`src/hdl/tsrb_pkg.sv`:
```
`default_nettype none

package tsrb_pkg;

    localparam int STORE_DEPTH = 16;
    localparam int TIME_BITS   = 48;
    localparam int TAG_W       = 16;
    localparam int TYPE_W      = 16;
    localparam int MARGIN_W    = 32;
    localparam int CNT_W       = $clog2(STORE_DEPTH + 1);
    localparam int CMP_W       = (TIME_BITS > MARGIN_W) ? TIME_BITS : MARGIN_W;

    localparam int CFG_INDEX_W = 2;
    localparam int CFG_DATA_W  = 32;

    localparam logic [CFG_INDEX_W-1:0] REG_TRIGGER_TYPE   = 2'd0;
    localparam logic [CFG_INDEX_W-1:0] REG_TRIGGER_MARGIN = 2'd1;
    localparam logic [CFG_INDEX_W-1:0] REG_EMPTY_SET_CODE = 2'd2;

    localparam logic [1:0] STATUS_ACCEPTED = 2'd0;
    localparam logic [1:0] STATUS_TOO_OLD  = 2'd1;
    localparam logic [1:0] STATUS_FULL     = 2'd2;

    localparam logic KIND_RELEASE = 1'b0;
    localparam logic KIND_STATUS  = 1'b1;

    typedef struct packed {
        logic       load;
        logic       insert;
        logic       pop;
        logic       emit_release;
        logic       emit_status;
        logic [1:0] status_code;
    } cmd_t;

    typedef struct packed {
        logic too_old;
        logic full;
        logic release_ok;
    } stat_t;

endpackage

`default_nettype wire

```
`src/hdl/timestamp_reorder_release_buffer_top.sv`:
```
// a taken start loads the word; a refused word then gives its registered status word
// an accepted word is inserted, then gives n released words and then its status word
// start is taken only when idle; a new word waits for the last one's status (n up to 16)
// results come out as single-cycle strobed words, the receiver cannot stall
// reset: asynchronous active-low rst_n empties the store, clears the last released time
// and the config registers, and returns the controller to idle
`default_nettype none

module timestamp_reorder_release_buffer_top (
    input  wire logic                              clk,
    input  wire logic                              rst_n,
    input  wire logic                              start,
    output logic                                   busy,
    input  wire logic                              cfg_wr_en,
    input  wire logic [tsrb_pkg::CFG_INDEX_W-1:0]  cfg_index,
    input  wire logic [tsrb_pkg::CFG_DATA_W-1:0]   cfg_wr_data,
    input  wire logic [tsrb_pkg::TIME_BITS-1:0]    arrival_time,
    input  wire logic [tsrb_pkg::TYPE_W-1:0]       sensor_type,
    input  wire logic                              has_elements,
    input  wire logic [tsrb_pkg::TAG_W-1:0]        payload_tag,
    output logic                                   result_strobe,
    output logic                                   result_kind,
    output logic [tsrb_pkg::TIME_BITS-1:0]         entry_time,
    output logic [tsrb_pkg::TAG_W-1:0]             entry_tag,
    output logic [1:0]                             status_code,
    output logic                                   last_result
);
    import tsrb_pkg::*;

    cmd_t  cmd;
    stat_t stat;

    tsrb_ctrl u_ctrl (
        .clk   (clk),
        .rst_n (rst_n),
        .start (start),
        .stat  (stat),
        .cmd   (cmd),
        .busy  (busy)
    );

    tsrb_datapath u_datapath (
        .clk           (clk),
        .rst_n         (rst_n),
        .cmd           (cmd),
        .stat          (stat),
        .cfg_wr_en     (cfg_wr_en),
        .cfg_index     (cfg_index),
        .cfg_wr_data   (cfg_wr_data),
        .arrival_time  (arrival_time),
        .sensor_type   (sensor_type),
        .has_elements  (has_elements),
        .payload_tag   (payload_tag),
        .result_strobe (result_strobe),
        .result_kind   (result_kind),
        .entry_time    (entry_time),
        .entry_tag     (entry_tag),
        .status_code   (status_code),
        .last_result   (last_result)
    );

`ifndef SYNTHESIS
    // finishing a word always puts its status word out
    a_done_gives_status: assert property (@(posedge clk) disable iff (!rst_n)
        $fell(busy) |-> (result_strobe && last_result))
        else $error("busy fell without a final status word");

    // released words only appear while the word is still in progress
    a_release_while_busy: assert property (@(posedge clk) disable iff (!rst_n)
        (result_strobe && !last_result) |-> busy)
        else $error("non-final result outside of a busy period");

    // a taken start makes the block busy
    a_start_sets_busy: assert property (@(posedge clk) disable iff (!rst_n)
        (start && !busy) |=> busy)
        else $error("start taken but block not busy");
`endif

endmodule

`default_nettype wire

```
`src/hdl/tsrb_ctrl.sv`:
```
`default_nettype none

module tsrb_ctrl (
    input  wire logic          clk,
    input  wire logic          rst_n,
    input  wire logic          start,
    input  wire tsrb_pkg::stat_t stat,
    output tsrb_pkg::cmd_t     cmd,
    output logic               busy
);
    import tsrb_pkg::*;

    localparam logic [1:0] ST_IDLE  = 2'd0;
    localparam logic [1:0] ST_EVAL  = 2'd1;
    localparam logic [1:0] ST_DRAIN = 2'd2;

    logic [1:0] state_reg;
    logic [1:0] state_next;

    always_comb
    begin
        state_next = state_reg;
        cmd        = '0;
        unique case (state_reg)
            ST_IDLE:
            begin
                if (start)
                begin
                    cmd.load   = 1'b1;
                    state_next = ST_EVAL;
                end
            end
            ST_EVAL:
            begin
                if (stat.too_old)
                begin
                    cmd.emit_status = 1'b1;
                    cmd.status_code = STATUS_TOO_OLD;
                    state_next      = ST_IDLE;
                end
                else if (stat.full)
                begin
                    cmd.emit_status = 1'b1;
                    cmd.status_code = STATUS_FULL;
                    state_next      = ST_IDLE;
                end
                else
                begin
                    cmd.insert = 1'b1;
                    state_next = ST_DRAIN;
                end
            end
            ST_DRAIN:
            begin
                if (stat.release_ok)
                begin
                    cmd.pop          = 1'b1;
                    cmd.emit_release = 1'b1;
                end
                else
                begin
                    cmd.emit_status = 1'b1;
                    cmd.status_code = STATUS_ACCEPTED;
                    state_next      = ST_IDLE;
                end
            end
            default:
            begin
                state_next = ST_IDLE;
            end
        endcase
    end

    always_ff @(posedge clk or negedge rst_n)
    begin
        if (!rst_n)
        begin
            state_reg <= ST_IDLE;
        end
        else
        begin
            state_reg <= state_next;
        end
    end

    assign busy = (state_reg != ST_IDLE);

endmodule

`default_nettype wire

```
`src/hdl/tsrb_datapath.sv`:
```
`default_nettype none

module tsrb_datapath (
    input  wire logic                                clk,
    input  wire logic                                rst_n,
    input  wire tsrb_pkg::cmd_t                      cmd,
    output tsrb_pkg::stat_t                          stat,
    input  wire logic                                cfg_wr_en,
    input  wire logic [tsrb_pkg::CFG_INDEX_W-1:0]    cfg_index,
    input  wire logic [tsrb_pkg::CFG_DATA_W-1:0]     cfg_wr_data,
    input  wire logic [tsrb_pkg::TIME_BITS-1:0]      arrival_time,
    input  wire logic [tsrb_pkg::TYPE_W-1:0]         sensor_type,
    input  wire logic                                has_elements,
    input  wire logic [tsrb_pkg::TAG_W-1:0]          payload_tag,
    output logic                                     result_strobe,
    output logic                                     result_kind,
    output logic [tsrb_pkg::TIME_BITS-1:0]           entry_time,
    output logic [tsrb_pkg::TAG_W-1:0]               entry_tag,
    output logic [1:0]                               status_code,
    output logic                                     last_result
);
    import tsrb_pkg::*;

    logic [TYPE_W-1:0]    trigger_type_reg;
    logic [MARGIN_W-1:0]  trigger_margin_reg;
    logic [TYPE_W-1:0]    empty_set_code_reg;

    logic [TIME_BITS-1:0] in_time_reg;
    logic [TYPE_W-1:0]    in_type_reg;
    logic                 in_nonempty_reg;
    logic [TAG_W-1:0]     in_tag_reg;

    logic [TIME_BITS-1:0] store_time_reg [STORE_DEPTH];
    logic [TAG_W-1:0]     store_tag_reg  [STORE_DEPTH];
    logic [TIME_BITS-1:0] store_time_next [STORE_DEPTH];
    logic [TAG_W-1:0]     store_tag_next  [STORE_DEPTH];

    logic [CNT_W-1:0]     count_reg;
    logic [TIME_BITS-1:0] last_rel_reg;
    logic                 trig_reg;

    logic                 result_strobe_reg;
    logic                 result_kind_reg;
    logic [TIME_BITS-1:0] entry_time_reg;
    logic [TAG_W-1:0]     entry_tag_reg;
    logic [1:0]           status_code_reg;
    logic                 last_result_reg;

    logic [STORE_DEPTH-1:0] le;
    logic [STORE_DEPTH-1:0] le_prev;
    logic [TIME_BITS-1:0]   time_up [STORE_DEPTH];
    logic [TAG_W-1:0]       tag_up  [STORE_DEPTH];
    logic [TIME_BITS-1:0]   time_dn [STORE_DEPTH];
    logic [TAG_W-1:0]       tag_dn  [STORE_DEPTH];
    logic                   trig_now;
    logic [TIME_BITS-1:0]   front_diff;
    logic                   front_due;

    // config registers
    always_ff @(posedge clk or negedge rst_n)
    begin
        if (!rst_n)
        begin
            trigger_type_reg   <= '0;
            trigger_margin_reg <= '0;
            empty_set_code_reg <= '0;
        end
        else if (cfg_wr_en)
        begin
            unique case (cfg_index)
                REG_TRIGGER_TYPE:   trigger_type_reg   <= cfg_wr_data[TYPE_W-1:0];
                REG_TRIGGER_MARGIN: trigger_margin_reg <= cfg_wr_data[MARGIN_W-1:0];
                REG_EMPTY_SET_CODE: empty_set_code_reg <= cfg_wr_data[TYPE_W-1:0];
                default:
                begin
                end
            endcase
        end
    end

    // input word latch
    always_ff @(posedge clk)
    begin
        if (cmd.load)
        begin
            in_time_reg     <= arrival_time;
            in_type_reg     <= sensor_type;
            in_nonempty_reg <= has_elements;
            in_tag_reg      <= payload_tag;
        end
    end

    // per-entry compare and neighbor taps
    always_comb
    begin
        for (int j = 0; j < STORE_DEPTH; j++)
        begin
            le[j] = (CNT_W'(j) < count_reg) && (store_time_reg[j] <= in_time_reg);
        end
        le_prev[0] = 1'b1;
        time_up[0] = store_time_reg[0];
        tag_up[0]  = store_tag_reg[0];
        for (int j = 1; j < STORE_DEPTH; j++)
        begin
            le_prev[j] = le[j-1];
            time_up[j] = store_time_reg[j-1];
            tag_up[j]  = store_tag_reg[j-1];
        end
        time_dn[STORE_DEPTH-1] = store_time_reg[STORE_DEPTH-1];
        tag_dn[STORE_DEPTH-1]  = store_tag_reg[STORE_DEPTH-1];
        for (int j = 0; j < STORE_DEPTH - 1; j++)
        begin
            time_dn[j] = store_time_reg[j+1];
            tag_dn[j]  = store_tag_reg[j+1];
        end
    end

    // shift insert and front pop
    always_comb
    begin
        for (int j = 0; j < STORE_DEPTH; j++)
        begin
            store_time_next[j] = store_time_reg[j];
            store_tag_next[j]  = store_tag_reg[j];
            if (cmd.insert)
            begin
                if (le[j])
                begin
                    store_time_next[j] = store_time_reg[j];
                    store_tag_next[j]  = store_tag_reg[j];
                end
                else if (le_prev[j])
                begin
                    store_time_next[j] = in_time_reg;
                    store_tag_next[j]  = in_tag_reg;
                end
                else
                begin
                    store_time_next[j] = time_up[j];
                    store_tag_next[j]  = tag_up[j];
                end
            end
            else if (cmd.pop)
            begin
                store_time_next[j] = time_dn[j];
                store_tag_next[j]  = tag_dn[j];
            end
        end
    end

    always_ff @(posedge clk)
    begin
        store_time_reg <= store_time_next;
        store_tag_reg  <= store_tag_next;
    end

    assign trig_now = (in_nonempty_reg && (in_type_reg == trigger_type_reg)) ||
                      (!in_nonempty_reg && (trigger_type_reg == empty_set_code_reg));

    always_ff @(posedge clk or negedge rst_n)
    begin
        if (!rst_n)
        begin
            count_reg    <= '0;
            last_rel_reg <= '0;
            trig_reg     <= 1'b0;
        end
        else
        begin
            if (cmd.insert)
            begin
                count_reg <= count_reg + CNT_W'(1);
                trig_reg  <= trig_now;
            end
            else if (cmd.pop)
            begin
                count_reg    <= count_reg - CNT_W'(1);
                last_rel_reg <= store_time_reg[0];
            end
        end
    end

    // release test on the oldest entry
    assign front_diff = in_time_reg - store_time_reg[0];
    assign front_due  = (store_time_reg[0] <= in_time_reg) &&
                        (CMP_W'(front_diff) >= CMP_W'(trigger_margin_reg));

    assign stat.too_old    = (in_time_reg < last_rel_reg);
    assign stat.full       = (count_reg == CNT_W'(STORE_DEPTH));
    assign stat.release_ok = trig_reg && (count_reg != '0) && front_due;

    // result word register
    always_ff @(posedge clk or negedge rst_n)
    begin
        if (!rst_n)
        begin
            result_strobe_reg <= 1'b0;
        end
        else
        begin
            result_strobe_reg <= cmd.emit_release || cmd.emit_status;
        end
    end

    always_ff @(posedge clk)
    begin
        if (cmd.emit_release)
        begin
            result_kind_reg <= KIND_RELEASE;
            entry_time_reg  <= store_time_reg[0];
            entry_tag_reg   <= store_tag_reg[0];
            status_code_reg <= STATUS_ACCEPTED;
            last_result_reg <= 1'b0;
        end
        else if (cmd.emit_status)
        begin
            result_kind_reg <= KIND_STATUS;
            entry_time_reg  <= '0;
            entry_tag_reg   <= '0;
            status_code_reg <= cmd.status_code;
            last_result_reg <= 1'b1;
        end
    end

    assign result_strobe = result_strobe_reg;
    assign result_kind   = result_kind_reg;
    assign entry_time    = entry_time_reg;
    assign entry_tag     = entry_tag_reg;
    assign status_code   = status_code_reg;
    assign last_result   = last_result_reg;

endmodule

`default_nettype wire
```
`config.mk`:
```
export PLATFORM = sky130hd
export DESIGN_NAME = timestamp_reorder_release_buffer_top
export DESIGN_NICKNAME = d
export VERILOG_FILES = /design/src/hdl/tsrb_pkg.sv /design/src/hdl/timestamp_reorder_release_buffer_top.sv /design/src/hdl/tsrb_ctrl.sv /design/src/hdl/tsrb_datapath.sv
export SDC_FILE = /design/constraint.sdc
export NUM_CORES = 2
export LEC_CHECK = 0
export BUFFER_PORTS_ARGS = -buffer_cell sky130_fd_sc_hd__buf_2
export CAP_MARGIN = 5
export CORE_ASPECT_RATIO = 1.5
export CORE_MARGIN = 4
export CORE_UTILIZATION = 27
export CTS_CLUSTER_DIAMETER = 150
export CTS_CLUSTER_SIZE = 20
export DETAILED_ROUTE_END_ITERATION = 12
export REMOVE_ABC_BUFFERS = 1
export SLEW_MARGIN = 30
export SYNTH_ARGS = -nofsm -noshare
export SYNTH_HDL_FRONTEND = slang
export SYNTH_SLANG_ARGS = --single-unit
```
`constraint.sdc`:
```
create_clock -name clk -period 25.9 [get_ports clk]
set_input_delay 2.59 -clock clk [delete_from_list [all_inputs] [get_ports clk]]
set_output_delay 2.59 -clock clk [all_outputs]
set_load 0.01 [all_outputs]
```
### Word level (Yosys, flattened, before mapping)

Cells that the tools add are included.
W data, S select, Z words.

| cells by class | value |
|---|---|
| equality and inequality tests | 24 |
| bitwise gates (word level) | 2 |
| multiplexer cells | 142 |
| $add $sub $neg | 3 |
| reduce and logical (&&, ||, !) cells | 51 |
| magnitude comparators | 34 |

Operators by type and width:

| cell | number |
|---|---|
| $mux W48 | 62 |
| $mux W16 | 62 |
| $le A48 B48 Y1 | 16 |
| $ge A48 B32 Y1 | 1 |
| $lt A48 B48 Y1 | 1 |
| $sub A48 B48 Y48 | 1 |
| $reduce_and A2 Y1 | 21 |
| $lt A4 B5 Y1 const A | 8 |
| $ne A2 B2 Y1 const B | 17 |
| $eq A16 B16 Y1 | 2 |
| $logic_and A1 B1 Y1 | 21 |
| $lt A3 B5 Y1 const A | 4 |
| $mux W2 | 6 |
| $lt A1 B5 Y1 const A | 2 |
| $lt A2 B5 Y1 const A | 2 |
| $mux W5 | 2 |
| $mux W3 | 3 |
| $pmux W2 S3 | 1 |
| $pmux W3 S2 | 1 |
| $reduce_bool A2 Y1 | 3 |
| $add A5 B1 Y5 const B | 1 |
| $eq A5 B5 Y1 const B | 1 |
| $mux W1 | 5 |
| $reduce_bool A5 Y1 | 1 |
| 7 further kinds | 12 |

| word-level totals | value |
|---|---|
| word-level logic and storage cells | 304 |
| input bits | 119 |
| output and inout bits | 70 |
| register bits after elaboration | 1293 |

### Logic depth before layout (Yosys ltp)

| logic depth | value |
|---|---|
| depth in word-level cells | 8 |
| mapped depth | 29 |
| depth with buffers taken out | 26 |

### Modules after synthesis

Synthesis repeated with hierarchy kept, for this count alone.

| unflattened totals | value |
|---|---|
| cells, all modules | 7538 |
| area total of the unflattened synthesis | 81251.7 um2 |

By module, submodules not included:

| module | seq. area each (um2) | area an instance (um2) | times used | cells an instance |
|---|---|---|---|---|
| tsrb_datapath | 38141.6 | 81026.5 | 1 | 7517 |
| tsrb_ctrl | 50.0 | 225.2 | 1 | 21 |

### Least setup slack after synthesis

No wires, ideal clock.

| timing path | value |
|---|---|
| path type | register to register |
| from | register u_datapath.in_time_reg[0] |
| to | register u_datapath.store_tag_reg[112] (netlist bit) (enable) |
| library setup time | 1044 ps |
| arrival time | 7433 ps |
| period minus slack after synthesis | 8477 ps |
| setup slack | 17423 ps |
| data required time | 24856 ps |
| buffers on the path | 3 |
| stages on the path, launching flop included | 29 |
| path through | edfxtp_1 clkbuf_1 inv_1 ha_1 fa_1 nand2b_1 a21oi_2 o21ai_1 a211o_1 a21boi_1 nor2_1 o31a_1 o21ai_0 xor2_1 ha_1 nand4_1 nor4_1 a22oi_1 o211ai_1 a41oi_1 o21ai_0 a2111oi_1 nand4_1 nor4b_2 a31oi_1 nand3_1 buf_4 buf_4 o21ai_0 |

| on the way | value |
|---|---|
| cells in the longest elaborated chain, start to end | 8 |
| elaborated cells on any way between the ends | 15 |
| classes of those cells | add/sub (1); order compare (4); eq/ne (1); mux (4); reduce/logical (5) |

RTL lines:

| item | RTL line | RTL |
|---|---|---|
| start: declaration | tsrb_datapath.sv:28 | `logic [TIME_BITS-1:0] in_time_reg;` |
| start signal: assignment | tsrb_datapath.sv:86 | `in_time_reg <= arrival_time;` |
| $sub A48 B48 Y48 | tsrb_datapath.sv:184 | `assign front_diff = in_time_reg - store_time_reg[0];` |
| $ge A48 B32 Y1 | tsrb_datapath.sv:186 | `(CMP_W'(front_diff) >= CMP_W'(trigger_margin_reg));` |
| $logic_and A1 B1 Y1 | tsrb_datapath.sv:185 | `assign front_due = (store_time_reg[0] <= in_time_reg) &&` |
| $logic_and A1 B1 Y1 | tsrb_datapath.sv:190 | `assign stat.release_ok = trig_reg && (count_reg != '0) && front_due;` |
| $mux W2 | tsrb_ctrl.sv:55 | `if (stat.release_ok)` |
| $mux W2 | tsrb_ctrl.sv:24 | `unique case (state_reg)` |
| $reduce_bool A2 Y1 (no line) | n/a |  |
| $reduce_and A2 Y1 (no line) * | n/a |  |
| end signal: assignment | tsrb_datapath.sv:154 | `store_tag_reg <= store_tag_next;` |
| end: declaration | tsrb_datapath.sv:34 | `logic [TAG_W-1:0] store_tag_reg [STORE_DEPTH];` |

Every way passes the cells marked *; elsewhere a longest branch is shown, timed or not.
A chain may end at the register's enable or synchronous reset.

### Worst setup path after layout

| timing path | value |
|---|---|
| from | register u_datapath.in_time_reg[1] |
| to | register u_datapath.store_time_reg[319] (netlist bit) (enable) |

| on the way | value |
|---|---|
| cells in the longest elaborated chain, start to end | 8 |
| elaborated cells on any way between the ends | 15 |
| classes of those cells | add/sub (1); order compare (4); eq/ne (1); mux (4); reduce/logical (5) |

RTL lines:

| item | RTL line | RTL |
|---|---|---|
| $sub A48 B48 Y48 | tsrb_datapath.sv:184 |  |
| $ge A48 B32 Y1 | tsrb_datapath.sv:186 |  |
| $logic_and A1 B1 Y1 | tsrb_datapath.sv:185 |  |
| $logic_and A1 B1 Y1 | tsrb_datapath.sv:190 |  |
| $mux W2 | tsrb_ctrl.sv:55 |  |
| $mux W2 | tsrb_ctrl.sv:24 |  |
| $reduce_bool A2 Y1 (no line) | n/a |  |
| $reduce_and A2 Y1 (no line) * | n/a |  |
| end signal: assignment | tsrb_datapath.sv:153 | `store_time_reg <= store_time_next;` |
| end: declaration | tsrb_datapath.sv:33 | `logic [TIME_BITS-1:0] store_time_reg [STORE_DEPTH];` |

Marks and branches as above.

==> flow_metrics.tcl <==
set metrics [dict create \
    outcome "complete, no violations" \
    peakVddDrop_uv 97.51 \
    power.density_nw_per_um2 118.2 \
    htreeDepth 3 \
    period_share 0.3371 \
    synth_warnings 0 \
    grt.overflow.total 0 \
    hold_viol 0 \
    drive_gt1_frac 0.08316 \
    synthCells 7613 \
    portBuffers 188 \
    grt_pass1_vias 62640 \
    fin_crit_ns 8.731 \
    cts_setup_buffers 0 \
    drt-total-wl_um 296500 \
    antenna_left 0 \
    nets 8574 \
    p_leak_nw 37.65 \
    end_kind "flop" \
    finalNonFillerCells 11630 \
    grt_use_total 0.1828 \
    viasPerCell 5.311 \
    dpl.cell_count 11510 \
    core_area_um2 301600 \
    r2r_end "u_datapath.store_time_reg[319]$_DFFE_PP_" \
    rsz0062_at_grt "no" \
    synth-seq-cells 1293 \
    die_h_um 682.1 \
    finalSetupViolations 0 \
    setup.worst_path.end "u_datapath.store_time_reg[319]$_DFFE_PP_" \
    clock-sinks 1293 \
    min-delay-path-class "reg2reg" \
    ys.flop_type "edfxtp_1" \
    regArea_um2 38190 \
    tightestPinTransition_ns 1.117 \
    worstReg2RegStart "u_datapath.in_time_reg[1]$_DFFE_PP_" \
    postSynth.asyncResetShare 0.09358 \
    firstDrtPassIters 6 \
    cts_hold_buf 0 \
    crit_type "reg2reg" \
    area_growth_pct 9.708 \
    cp_max_fo 38 \
    fmax_mhz 114.5 \
    crit_required_ns 26.31 \
    largest_reg_flops 768 \
    insertion_delay_ns 0.74 \
    numCtsBuffers 74 \
    crit_top_cell "buf_4" \
    grt_pass1_wl_um 427300 \
    clockBufferDepth 3 \
    utilization 0.2975 \
    drv_slew 0 \
    critPathLaunch "u_datapath.in_time_reg[1]$_DFFE_PP_" \
    syn_area_um2 81800 \
    hpwl_um 213900 \
    max_stage_delay_ns 0.88 \
    slew_headroom 0.2494 \
    cts_tree "built" \
    dr_total_vias 61770 \
    holdWs_ns 0.5047 \
    wl_per_cell_um 25.50 \
    multi_input_area_um2 41220 \
    skew_ns 0.07195 \
    worstPathArrival_ns 9.14 \
    grt_start_max_net_pins 260 \
    synth-edff-count 1169 \
    num-fill-cells 31120 \
    rows 247 \
    route.detailed.drc 0 \
    worst_path_max_delay_cell "edfxtp_1" \
    maxCapViolations 0 \
    antenna_found_initial 29 \
    clk_pin_slew_ns 0.09 \
    avgSynthCellArea_um2 10.75 \
    r2r_slack_ns 17.17 \
    cts_repair_resize_count 0 \
    cts_root_buffer "clkbuf_16" \
    die_w_um 457.4 \
    drtIter0Drc 5756 \
    setup-tns-final_ns 0 \
    rr_worst_depth 28 \
    routabilityCongestion 0.9467 \
    synth_cell_types 87 \
    die_area_um2 312000 \
    yosysSeqAreaShare 0.4669 \
    start_util 0.2712 \
    num_io_pins 189 \
    start_kind "flop" \
]
## per-stage QoR
stage               total power [W]  setup WS, ns  cell area (um2)
floorplan                  0.008579        -26.33            79750
global placement           0.009093         16.71            87310
detailed placement         0.009233         16.78            87480
CTS                         0.01055         16.78            89590
global route                0.01121         16.68            89730
finish                      0.01060         17.17            89740
## placed cells by master, fill, tap and decap left out, types with 139 or more instances in the layout
cell	netlist	routed
ha_1	853	852
o21ai_0	863	855
buf_2	160	187
a21oi_1	276	271
a21o_1	193	191
mux2i_1	894	894
nand2_1	1140	1131
inv_1	216	216
nand4_1	181	181
buf_4	18	139
o21ai_1	203	203
edfxtp_1	1169	1169
## synthesized netlist by cell type, drive strengths merged (80+ instances only)
cell type  number  area share
ha            853        0.13
nand3          88      0.0054
mux2          128       0.018
dfrtp         121       0.037
o21ai        1066       0.065
inv           216      0.0099
nor2b          96      0.0073
and3           80      0.0061
nand4         181       0.014
mux2i         894        0.11
buf           208       0.014
a21oi         279       0.017
edfxtp       1169        0.43
clkbuf        233       0.011
nor2          140      0.0065
nand2        1140       0.052
a21o          193       0.018
## worst max-delay path: cells and delay by family, from the launching register on
family                     cells  cell delay (ns)
adders and majority gates      2             0.71
AOI/OAI and AO/OA             12             2.94
xor gates and xnor gates       1             0.21
DFF                            1             0.88
and+or+nand+nor                8             1.94
buffers and inverters          5             1.67
## power by group
| group | internal (W) | switching, W |
|---|---|---|
| registers | 0.00326 | 0.000514 |
| clock network | 0.000554 | 0.000755 |
| logic | 0.00196 | 0.00356 |
| total | 0.00577 | 0.00483 |
## final cells by class
class                           instances  area share
Antenna cell                            9   0.0002510
Tap cell                             3984     0.05554
Clock inverter                          5   0.0008086
Inverter                              216    0.009034
Multi-Input combinational cell       5663      0.4593
Sequential cell                      1293      0.4256
Clock buffer                          106     0.02268
Timing Repair Buffer                  353     0.02680
## per-layer routing
| metal | track usage | up-vias | wire [um] |
|---|---|---|---|
| li1 | - | 28220 | - |
| met1 | 0.2031 | 30410 | 109500 |
| met2 | 0.3254 | 2423 | 146400 |
| met3 | 0.01947 | 704 | 15250 |
| met4 | 0.1306 | 8 | 25290 |
| met5 | 0 | - | 48 |
## worst min path at each step
| stage | from | end | slack [ns] | cells past startpoint |
|---|---|---|---|---|
| 6_report | u_datapath.last_rel_reg[0]$_DFFE_PN0P_ | u_datapath.last_rel_reg[0]$_DFFE_PN0P_ | 0.50 | 1 |
| 5_1_grt | u_datapath.last_rel_reg[0]$_DFFE_PN0P_ | u_datapath.last_rel_reg[0]$_DFFE_PN0P_ | 0.52 | 1 |
| 4_1_cts | u_datapath.last_rel_reg[0]$_DFFE_PN0P_ | u_datapath.last_rel_reg[0]$_DFFE_PN0P_ | 0.51 | 1 |
| 3_5_place_dp | u_datapath.trig_reg$_DFFE_PN0P_ | u_datapath.trig_reg$_DFFE_PN0P_ | 0.49 | 2 |
| 3_3_place_gp | u_datapath.trig_reg$_DFFE_PN0P_ | u_datapath.trig_reg$_DFFE_PN0P_ | 0.48 | 2 |
| 2_1_floorplan | u_datapath.trig_reg$_DFFE_PN0P_ | u_datapath.trig_reg$_DFFE_PN0P_ | 0.45 | 2 |
## cells by family (layout without fill, tap and decap cells)
| group | after synthesis | in the layout | share of synthesized area |
|---|---|---|---|
| AOI/OAI and AO/OA | 1818 | 1818 | 0.1275 |
| muxes | 1022 | 1022 | 0.1270 |
| buffers and inverters | 657 | 680 | 0.03501 |
| other | 0 | 9 | 0 |
| xor gates and xnor gates | 72 | 72 | 0.007709 |
| and+or+nand+nor | 1897 | 1897 | 0.1052 |
| adders and majority gates | 854 | 854 | 0.1307 |
| DFF | 1293 | 1293 | 0.4669 |
Power figures use the tool's default switching activity.
